==> config.mk <==
export PLATFORM = sky130hd
export DESIGN_NAME = d4_lifting_wavelet_core
export DESIGN_NICKNAME = d
export VERILOG_FILES = /design/src/hw/rtl/d4lw_pkg.sv /design/src/hw/rtl/d4lw_datapath.sv /design/src/hw/rtl/d4lw_ctrl.sv /design/src/hw/rtl/d4_lifting_wavelet_core.sv
export SDC_FILE = /design/constraint.sdc
export NUM_CORES = 2
export LEC_CHECK = 0
export ABC_AREA = 1
export BUFFER_PORTS_ARGS = -buffer_cell sky130_fd_sc_hd__buf_2
export CORE_UTILIZATION = 35
export CTS_CLUSTER_DIAMETER = 50
export DETAILED_ROUTE_END_ITERATION = 6
export GPL_TIMING_DRIVEN = 0
export SYNTH_ARGS = -nofsm -noshare
export SYNTH_HDL_FRONTEND = slang
export SYNTH_SLANG_ARGS = --single-unit
==> constraint.sdc <==
create_clock -name i_clk -period 6.7 [get_ports i_clk]
set_input_delay 0.67 -clock i_clk [delete_from_list [all_inputs] [get_ports i_clk]]
set_output_delay 0.67 -clock i_clk [all_outputs]
set_load 0.02 [all_outputs]
==> src/hw/rtl/d4lw_pkg.sv <==
// Package for the D4 lifting wavelet core: widths, lifting constants,
// controller states and the command/status structs between controller and datapath.
// No dependencies.
`default_nettype none

package d4lw_pkg;

    localparam int DATA_W    = 32;
    localparam int COEF_W    = 16;
    localparam int ACC_W     = DATA_W + COEF_W;
    localparam int FRAC_BITS = 12;

    localparam logic signed [COEF_W-1:0] C_ROOT3  = 16'sd7094;
    localparam logic signed [COEF_W-1:0] C_R3O4   = 16'sd1774;
    localparam logic signed [COEF_W-1:0] C_R3M2O4 = -16'sd275;

    typedef enum logic [2:0] {
        S_IDLE,
        S_MULA,
        S_DIFF,
        S_MAC1,
        S_MAC2,
        S_LOW,
        S_MULL,
        S_OUT
    } t_state;

    typedef enum logic [1:0] {
        COEF_ROOT3,
        COEF_R3O4,
        COEF_R3M2O4
    } t_coef;

    typedef enum logic [1:0] {
        MSRC_A,
        MSRC_HIGH,
        MSRC_D,
        MSRC_LOW
    } t_msrc;

    typedef struct packed {
        logic  latch_in;
        logic  mac_en;
        logic  mac_add;
        t_coef coef;
        t_msrc msrc;
        logic  load_d;
        logic  load_lo;
        logic  load_out;
        logic  store_held;
        logic  store_prior_in;
        logic  store_prior_lo;
        logic  inverse;
        logic  tail;
        logic  row_start;
    } t_dp_cmd;

    typedef struct packed {
        logic last;
        logic out_free;
    } t_dp_sts;

endpackage

`default_nettype wire

==> src/hw/rtl/d4lw_datapath.sv <==
// Datapath of the D4 lifting wavelet core: input latch, shared constant MAC,
// held pair, prior input or low and the output register. Depends on d4lw_pkg.
`default_nettype none

module d4lw_datapath (
    input  wire logic                                i_clk,
    input  wire logic                                i_rst_n,
    input  wire d4lw_pkg::t_dp_cmd                   i_cmd,
    output d4lw_pkg::t_dp_sts                        o_sts,
    input  wire logic signed [d4lw_pkg::DATA_W-1:0]  i_sample_a,
    input  wire logic signed [d4lw_pkg::DATA_W-1:0]  i_sample_b,
    input  wire logic                                i_last_pair,
    output logic signed [d4lw_pkg::DATA_W-1:0]       o_result_a,
    output logic signed [d4lw_pkg::DATA_W-1:0]       o_result_b,
    output logic                                     o_row_end,
    output logic                                     o_out_valid,
    input  wire logic                                i_out_stall
);

    logic signed [d4lw_pkg::DATA_W-1:0] r_a, r_b, r_d, r_lo;
    logic signed [d4lw_pkg::DATA_W-1:0] r_held_first, r_held_high, r_prior;
    logic signed [d4lw_pkg::DATA_W-1:0] r_out_a, r_out_b;
    logic                               r_last, r_out_end, r_out_valid;
    logic signed [d4lw_pkg::ACC_W-1:0]  r_acc;

    logic signed [d4lw_pkg::DATA_W-1:0] fsel, hsel, acc_q, m_x;
    logic signed [d4lw_pkg::DATA_W-1:0] diff_val, lo_val, hi_val;
    logic signed [d4lw_pkg::COEF_W-1:0] m_c;
    logic signed [d4lw_pkg::ACC_W-1:0]  prod;

    assign fsel  = i_cmd.tail ? r_a : r_held_first;
    assign hsel  = i_cmd.tail ? r_d : r_held_high;
    assign acc_q = r_acc[d4lw_pkg::FRAC_BITS +: d4lw_pkg::DATA_W];

    always_comb begin
        unique case (i_cmd.msrc)
            d4lw_pkg::MSRC_A:    m_x = r_a;
            d4lw_pkg::MSRC_HIGH: m_x = hsel;
            d4lw_pkg::MSRC_D:    m_x = r_d;
            d4lw_pkg::MSRC_LOW:  m_x = r_lo;
            default:             m_x = r_a;
        endcase
    end

    always_comb begin
        unique case (i_cmd.coef)
            d4lw_pkg::COEF_ROOT3:  m_c = d4lw_pkg::C_ROOT3;
            d4lw_pkg::COEF_R3O4:   m_c = d4lw_pkg::C_R3O4;
            d4lw_pkg::COEF_R3M2O4: m_c = d4lw_pkg::C_R3M2O4;
            default:               m_c = d4lw_pkg::C_ROOT3;
        endcase
    end

    assign prod = m_x * m_c;

    assign diff_val = i_cmd.inverse ? r_b - (i_cmd.row_start ? r_a : r_prior)
                                    : r_b - acc_q;
    assign lo_val   = i_cmd.inverse ? fsel - acc_q : fsel + acc_q;
    assign hi_val   = i_cmd.inverse ? hsel + acc_q
                                    : hsel + (i_cmd.row_start ? r_lo : r_prior);

    always_ff @(posedge i_clk) begin
        if (i_cmd.latch_in) begin
            r_a    <= i_sample_a;
            r_b    <= i_sample_b;
            r_last <= i_last_pair;
        end
        if (i_cmd.mac_en) begin
            r_acc <= (i_cmd.mac_add ? r_acc : '0) + prod;
        end
        if (i_cmd.load_d) begin
            r_d <= diff_val;
        end
        if (i_cmd.load_lo) begin
            r_lo <= lo_val;
        end
        if (i_cmd.store_held) begin
            r_held_first <= r_a;
            r_held_high  <= i_cmd.load_d ? diff_val : r_d;
        end
        if (i_cmd.store_prior_in) begin
            r_prior <= r_a;
        end else if (i_cmd.store_prior_lo) begin
            r_prior <= r_lo;
        end
        if (i_cmd.load_out) begin
            r_out_a   <= r_lo;
            r_out_b   <= hi_val;
            r_out_end <= i_cmd.tail;
        end
    end

    always_ff @(posedge i_clk) begin
        if (!i_rst_n) begin
            r_out_valid <= 1'b0;
        end else if (i_cmd.load_out) begin
            r_out_valid <= 1'b1;
        end else if (!i_out_stall) begin
            r_out_valid <= 1'b0;
        end
    end

    assign o_sts.last     = r_last;
    assign o_sts.out_free = !r_out_valid || !i_out_stall;

    assign o_result_a  = r_out_a;
    assign o_result_b  = r_out_b;
    assign o_row_end   = r_out_end;
    assign o_out_valid = r_out_valid;

endmodule

`default_nettype wire

==> src/hw/rtl/d4lw_ctrl.sv <==
// Controller of the D4 lifting wavelet core: sequences the shared MAC steps
// and keeps mode and row flags. Depends on d4lw_pkg.
`default_nettype none

module d4lw_ctrl (
    input  wire logic              i_clk,
    input  wire logic              i_rst_n,
    input  wire logic              i_cfg_we,
    input  wire logic              i_cfg_wdata,
    input  wire logic              i_in_valid,
    output logic                   o_in_stall,
    input  wire d4lw_pkg::t_dp_sts i_sts,
    output d4lw_pkg::t_dp_cmd      o_cmd
);

    d4lw_pkg::t_state r_state, n_state;
    logic r_inverse, n_inverse;
    logic r_pending, n_pending;
    logic r_start, n_start;
    logic r_tail, n_tail;

    logic accept;

    assign accept = (r_state == d4lw_pkg::S_IDLE) && i_in_valid;

    always_comb begin
        n_state = r_state;
        unique case (r_state)
            d4lw_pkg::S_IDLE: begin
                if (i_in_valid) begin
                    n_state = r_inverse ? d4lw_pkg::S_DIFF : d4lw_pkg::S_MULA;
                end
            end
            d4lw_pkg::S_MULA: n_state = d4lw_pkg::S_DIFF;
            d4lw_pkg::S_DIFF: begin
                n_state = (r_pending || i_sts.last) ? d4lw_pkg::S_MAC1 : d4lw_pkg::S_IDLE;
            end
            d4lw_pkg::S_MAC1: n_state = d4lw_pkg::S_MAC2;
            d4lw_pkg::S_MAC2: n_state = d4lw_pkg::S_LOW;
            d4lw_pkg::S_LOW:  n_state = r_inverse ? d4lw_pkg::S_MULL : d4lw_pkg::S_OUT;
            d4lw_pkg::S_MULL: n_state = d4lw_pkg::S_OUT;
            d4lw_pkg::S_OUT: begin
                if (i_sts.out_free) begin
                    n_state = (!r_tail && i_sts.last) ? d4lw_pkg::S_MAC1 : d4lw_pkg::S_IDLE;
                end
            end
            default: n_state = d4lw_pkg::S_IDLE;
        endcase
    end

    always_comb begin
        n_inverse = r_inverse;
        n_pending = r_pending;
        n_start   = r_start;
        n_tail    = r_tail;
        if (i_cfg_we) begin
            n_inverse = i_cfg_wdata;
            n_pending = 1'b0;
            n_start   = 1'b1;
            n_tail    = 1'b0;
        end else begin
            unique case (r_state)
                d4lw_pkg::S_IDLE: begin
                    if (i_in_valid) begin
                        n_tail = 1'b0;
                    end
                end
                d4lw_pkg::S_DIFF: begin
                    if (r_inverse) begin
                        n_start = 1'b0;
                    end
                    if (i_sts.last) begin
                        n_tail = !r_pending;
                    end else if (!r_pending) begin
                        n_pending = 1'b1;
                    end
                end
                d4lw_pkg::S_OUT: begin
                    if (i_sts.out_free) begin
                        n_start = r_tail;
                        if (r_tail) begin
                            n_pending = 1'b0;
                        end else if (i_sts.last) begin
                            n_tail = 1'b1;
                        end
                    end
                end
                default: begin
                end
            endcase
        end
    end

    always_comb begin
        o_cmd                = '0;
        o_cmd.coef           = d4lw_pkg::COEF_ROOT3;
        o_cmd.msrc           = d4lw_pkg::MSRC_A;
        o_cmd.inverse        = r_inverse;
        o_cmd.tail           = r_tail;
        o_cmd.row_start      = r_start;
        o_cmd.latch_in       = accept;
        unique case (r_state)
            d4lw_pkg::S_IDLE: begin
            end
            d4lw_pkg::S_MULA: begin
                o_cmd.mac_en = 1'b1;
            end
            d4lw_pkg::S_DIFF: begin
                o_cmd.load_d         = 1'b1;
                o_cmd.store_prior_in = r_inverse;
            end
            d4lw_pkg::S_MAC1: begin
                o_cmd.mac_en = 1'b1;
                o_cmd.coef   = d4lw_pkg::COEF_R3O4;
                o_cmd.msrc   = d4lw_pkg::MSRC_HIGH;
            end
            d4lw_pkg::S_MAC2: begin
                o_cmd.mac_en  = 1'b1;
                o_cmd.mac_add = 1'b1;
                o_cmd.coef    = d4lw_pkg::COEF_R3M2O4;
                o_cmd.msrc    = d4lw_pkg::MSRC_D;
            end
            d4lw_pkg::S_LOW: begin
                o_cmd.load_lo = 1'b1;
            end
            d4lw_pkg::S_MULL: begin
                o_cmd.mac_en = 1'b1;
                o_cmd.msrc   = d4lw_pkg::MSRC_LOW;
            end
            d4lw_pkg::S_OUT: begin
                o_cmd.load_out       = i_sts.out_free;
                o_cmd.store_prior_lo = i_sts.out_free && !r_inverse;
                o_cmd.store_held     = i_sts.out_free && !r_tail && !i_sts.last;
            end
            default: begin
            end
        endcase
        if (r_state == d4lw_pkg::S_DIFF && !r_pending && !i_sts.last) begin
            o_cmd.store_held = 1'b1;
        end
    end

    assign o_in_stall = (r_state != d4lw_pkg::S_IDLE);

    always_ff @(posedge i_clk) begin
        if (!i_rst_n) begin
            r_state   <= d4lw_pkg::S_IDLE;
            r_inverse <= 1'b0;
            r_pending <= 1'b0;
            r_start   <= 1'b1;
            r_tail    <= 1'b0;
        end else begin
            r_state   <= n_state;
            r_inverse <= n_inverse;
            r_pending <= n_pending;
            r_start   <= n_start;
            r_tail    <= n_tail;
        end
    end

`ifndef SYNTHESIS
    a_accept_leaves_idle: assert property (@(posedge i_clk) disable iff (!i_rst_n)
        accept && !i_cfg_we |=> r_state != d4lw_pkg::S_IDLE)
        else $error("accepted request did not start work");

    a_load_needs_slot: assert property (@(posedge i_clk) disable iff (!i_rst_n)
        o_cmd.load_out |-> i_sts.out_free)
        else $error("output register overwritten");

    a_tail_needs_last: assert property (@(posedge i_clk) disable iff (!i_rst_n)
        r_tail && r_state != d4lw_pkg::S_IDLE |-> i_sts.last)
        else $error("row end without final pair");

    a_tail_closes_row: assert property (@(posedge i_clk) disable iff (!i_rst_n)
        r_state == d4lw_pkg::S_OUT && i_sts.out_free && r_tail && !i_cfg_we
        |=> !r_pending && r_start && r_state == d4lw_pkg::S_IDLE)
        else $error("row end did not reset row flags");
`endif

endmodule

`default_nettype wire

==> src/hw/rtl/d4_lifting_wavelet_core.sv <==
// Top level of the integer D4 lifting wavelet core (forward and inverse).
// Depends on d4lw_pkg, d4lw_ctrl and d4lw_datapath.
//
//   channel  | handshake                | payload
//   ---------+--------------------------+------------------------------------
//   input    | i_in_valid / o_in_stall  | i_sample_a, i_sample_b, i_last_pair
//   output   | o_out_valid / i_out_stall| o_result_a, o_result_b, o_row_end
//   config   | i_cfg_we                 | i_cfg_wdata (inverse mode)
//
// The single shared constant multiplier, used two or three times per output pair,
// sets how long a pair takes: a pair that is only held is shortest, and one that
// releases the previous pair, forms a one-pair row or ends a longer row runs
// through the further MAC, low and output steps of the controller.
// Reset clears mode to forward and starts a new row. An output stall holds the
// controller in its output state once the output register is full.
`default_nettype none

module d4_lifting_wavelet_core (
    input  wire logic                                i_clk,
    input  wire logic                                i_rst_n,
    input  wire logic                                i_cfg_we,
    input  wire logic                                i_cfg_wdata,
    input  wire logic                                i_in_valid,
    output logic                                     o_in_stall,
    input  wire logic signed [d4lw_pkg::DATA_W-1:0]  i_sample_a,
    input  wire logic signed [d4lw_pkg::DATA_W-1:0]  i_sample_b,
    input  wire logic                                i_last_pair,
    output logic                                     o_out_valid,
    input  wire logic                                i_out_stall,
    output logic signed [d4lw_pkg::DATA_W-1:0]       o_result_a,
    output logic signed [d4lw_pkg::DATA_W-1:0]       o_result_b,
    output logic                                     o_row_end
);

    d4lw_pkg::t_dp_cmd cmd;
    d4lw_pkg::t_dp_sts sts;

    d4lw_ctrl u_ctrl (
        .i_clk       (i_clk),
        .i_rst_n     (i_rst_n),
        .i_cfg_we    (i_cfg_we),
        .i_cfg_wdata (i_cfg_wdata),
        .i_in_valid  (i_in_valid),
        .o_in_stall  (o_in_stall),
        .i_sts       (sts),
        .o_cmd       (cmd)
    );

    d4lw_datapath u_datapath (
        .i_clk       (i_clk),
        .i_rst_n     (i_rst_n),
        .i_cmd       (cmd),
        .o_sts       (sts),
        .i_sample_a  (i_sample_a),
        .i_sample_b  (i_sample_b),
        .i_last_pair (i_last_pair),
        .o_result_a  (o_result_a),
        .o_result_b  (o_result_b),
        .o_row_end   (o_row_end),
        .o_out_valid (o_out_valid),
        .i_out_stall (i_out_stall)
    );

endmodule

`default_nettype wire
==> results.json <==
{
  "core_mm2": 0.104,
  "portBuffers": 137,
  "worstPathMaxFanout": 9,
  "min_period_over_period": 1.06,
  "hold_buffers": 0,
  "rsz0062_at_grt": "yes",
  "cts_sinks": 342,
  "place_inst": 5687,
  "tightest_slew_ns": 1.15,
  "ys_warn_count": 0,
  "hp-class": "in2reg",
  "synth_seq_cells": 342,
  "max_freq_ghz": 0.141,
  "critPathMaxStageDelay_ns": 0.57,
  "synth_cell_types": 59,
  "post-dp-hpwl_um": 114000,
  "wl_um": 138000,
  "synth-edff-count": 302,
  "ios": 138,
  "synth-seq-area-share": 0.269,
  "fin_skew_ns": 0.0379,
  "post-route-min-period_ns": 7.09,
  "die_area_mm2": 0.106,
  "final_cell_mix": "inv_1 (761), nand2_1 (633), fa_1 (456), nor2_1 (310), edfxtp_1 (302)",
  "drt-initial-drc-count": 2858,
  "cts_tree": "yes",
  "cp-end-kind": "register",
  "cp_data_arrival_time_ns": 7.44,
  "drive_gt1_frac": 0.225,
  "synth-main-ff-cell": "edfxtp_1",
  "syn_nets": 4935,
  "cts-root-buf": "clkbuf_16",
  "place_congestion": 0.977,
  "drv_slew": 0,
  "critPathLaunchType": "register",
  "via_per_inst": 5.18,
  "final_common_cell": "inv_1",
  "violations": "setup timing",
  "grt_use_total": 0.256,
  "antenna_found_initial": 0,
  "grt_overflow": 0,
  "use_met3": 0.0476,
  "final_antenna_net_count": 0,
  "clk_latency_ns": 0.63,
  "clkTransAtPathRegs_ns": 0.06,
  "floorplan.rows": 118,
  "path_class": "reg2reg",
  "syn_avg_cell_area_um2": 8.81,
  "hold_viol": 0,
  "grt_max_degree": 44,
  "met1_usage": 0.345,
  "start_util": 0.354,
  "syn_area_mm2": 0.0366,
  "outcome": "finished, violations left",
  "area_delta_synth_final_pct": 25.5,
  "crit_path_top_delay_cell": "fa_2",
  "drcViolationCount": 0,
  "vias": 31100,
  "setup-violations-final": 20,
  "post_drt_wl_per_cell_um": 23.1,
  "n_antenna_cell": 0,
  "cts.htree.levels": 2,
  "dieHeight_um": 326,
  "numCtsBuffers": 50,
  "finalWorstSetupSlack_ns": -0.393,
  "maxCapViolations": 0,
  "grt_pass1_vias": 31300,
  "crit_required_ns": 7.04,
  "finalNetCount": 5358,
  "synthesis.instances": 4158,
  "firstDrtPassIters": 6,
  "grt_first_pass_wirelength_um": 201000,
  "clockBufferDepth": 3,
  "busiest_layer": "met2",
  "dieWidth_um": 326,
  "gr-usage-met2": 0.404,
  "final_cells": 6002,
  "relSlewSlack": 0.232,
  "synthArstFlopShare": 0
}
==> cells in the mapped netlist, drive strengths merged, types with 3 or more instances <==
master   count  area (µm²)
nor2       425        1680
o211ai      10        75.1
nand3      122         651
a21o        27         203
nand4       22         138
a21boi       6        45.0
dfxtp       40         801
nor4        14        87.6
and3         5        31.3
o21ai      316        1740
inv        876        3300
xnor2       40         350
o22ai        8        50.1
nand3b       9        67.6
a221oi       8        70.1
o31ai        8        65.1
ha         220        2750
o21bai      21         158
a21oi      193         966
o21a        10        75.1
a211oi       3        22.5
or2          9        56.3
edfxtp     302        9070
fa         486        9730
buf         38         236
o2111ai     11         103
xor2        81         709
clkbuf      48         180
nor3        34         175
nand2      711        2710
a31oi       45         282
==> path summary, 6_finish.rpt <==
path / end / from / slack, ns / cells past startpoint
setup / recovery: u_datapath.r_acc[39] / u_ctrl.r_tail / -0.39 / 31
hold / removal: u_datapath.r_a[12] / i_sample_a[12] / 0.22 / 1
setup reg to reg: u_datapath.r_acc[39] / u_ctrl.r_tail / -0.39 / 31
hold reg to reg: u_datapath.o_row_end / u_ctrl.r_tail / 0.45 / 0
==> state kept, by name, summed over array words and instances, names as in the netlist <==
| register | flops |
|---|---|
| u_datapath.o_result_b | 32 |
| u_ctrl.r_pending | 1 |
| u_ctrl.r_state | 3 |
| u_datapath.o_result_a | 32 |
| u_ctrl.r_tail | 1 |
| u_datapath.r_held_high | 32 |
| u_datapath.r_held_first | 32 |
| u_datapath.o_row_end | 1 |
| u_ctrl.r_start | 1 |
| u_datapath.r_last | 1 |
| u_ctrl.r_inverse | 1 |
| u_datapath.r_acc | 44 |
| u_datapath.r_d | 32 |
| u_datapath.r_prior | 32 |
| u_datapath.r_a | 32 |
| u_datapath.r_lo | 32 |
| u_datapath.r_b | 32 |
| u_datapath.o_out_valid | 1 |
==> worst max-delay path: cells and delay by family, from the launching register on <==
| kind | cells | cell delay [ns] |
|---|---|---|
| DFF | 1 | 0.34 |
| adders and majority gates | 7 | 3.34 |
| xor gates and xnor gates | 1 | 0.13 |
| buffers and inverters | 11 | 1.13 |
| and+or+nand+nor | 8 | 1.07 |
| AOI/OAI and AO/OA | 4 | 0.78 |
==> logic make-up (layout without fill, tap and decap cells) <==
logic type | count (synthesis) | count (layout) | share of synthesized area
compound gates | 672 | 672 | 0.106
other cells | 2 | 2 | 0.000205
buf+inv | 963 | 1427 | 0.101
flops | 342 | 342 | 0.269
simple gates | 1352 | 1352 | 0.153
fa+ha+maj | 706 | 706 | 0.341
xor+xnor | 121 | 121 | 0.0289
==> area by class of cell <==
class                   instances  area, µm²
repair buffers                370       3010
flip-flops and latches        342       9880
well taps                    1380       1730
plain buffers                  86        646
clock buffers                  54       1280
multi-input cells            2853      25600
fillers                      9992      57700
repair inverters                1       6.26
inverters                     877       3400
clock inverters                39        464
==> routing by layer <==
| metal | up-vias | share of wire |
|---|---|---|
| li1 | 14100 | - |
| met1 | 15400 | 0.42 |
| met2 | 1341 | 0.45 |
| met3 | 249 | 0.081 |
| met4 | 0 | 0.048 |
| met5 | - | 0 |
==> per-stage QoR <==
step	worst slack (ns)	utilization	hold slack [ns]	setup TNS (ns)	cell area, µm²
after floorplan	0.0319	-	0.409	0	36600
after global placement	-3.51	0.377	0.420	-286.13	39100
after detailed placement	-2.33	0.379	0.423	-57.56	39300
after CTS	-0.285	0.426	0.188	-1.96	44200
after global routing	-0.541	0.444	0.203	-7.03	46000
final	-0.393	0.444	0.218	-3.75	46000
==> repair_timing <==
action | in CTS | in global routing
cloned | 3 | 4
setup endpoints to repair | 37 | 27
pin swaps | 98 | 174
resized for setup | 520 | 306
setup buffers | 126 | 91
Power is left out: the tool's default activity adds up to more than one toggle a clock period on the data nets, which glitch-free logic cannot reach.
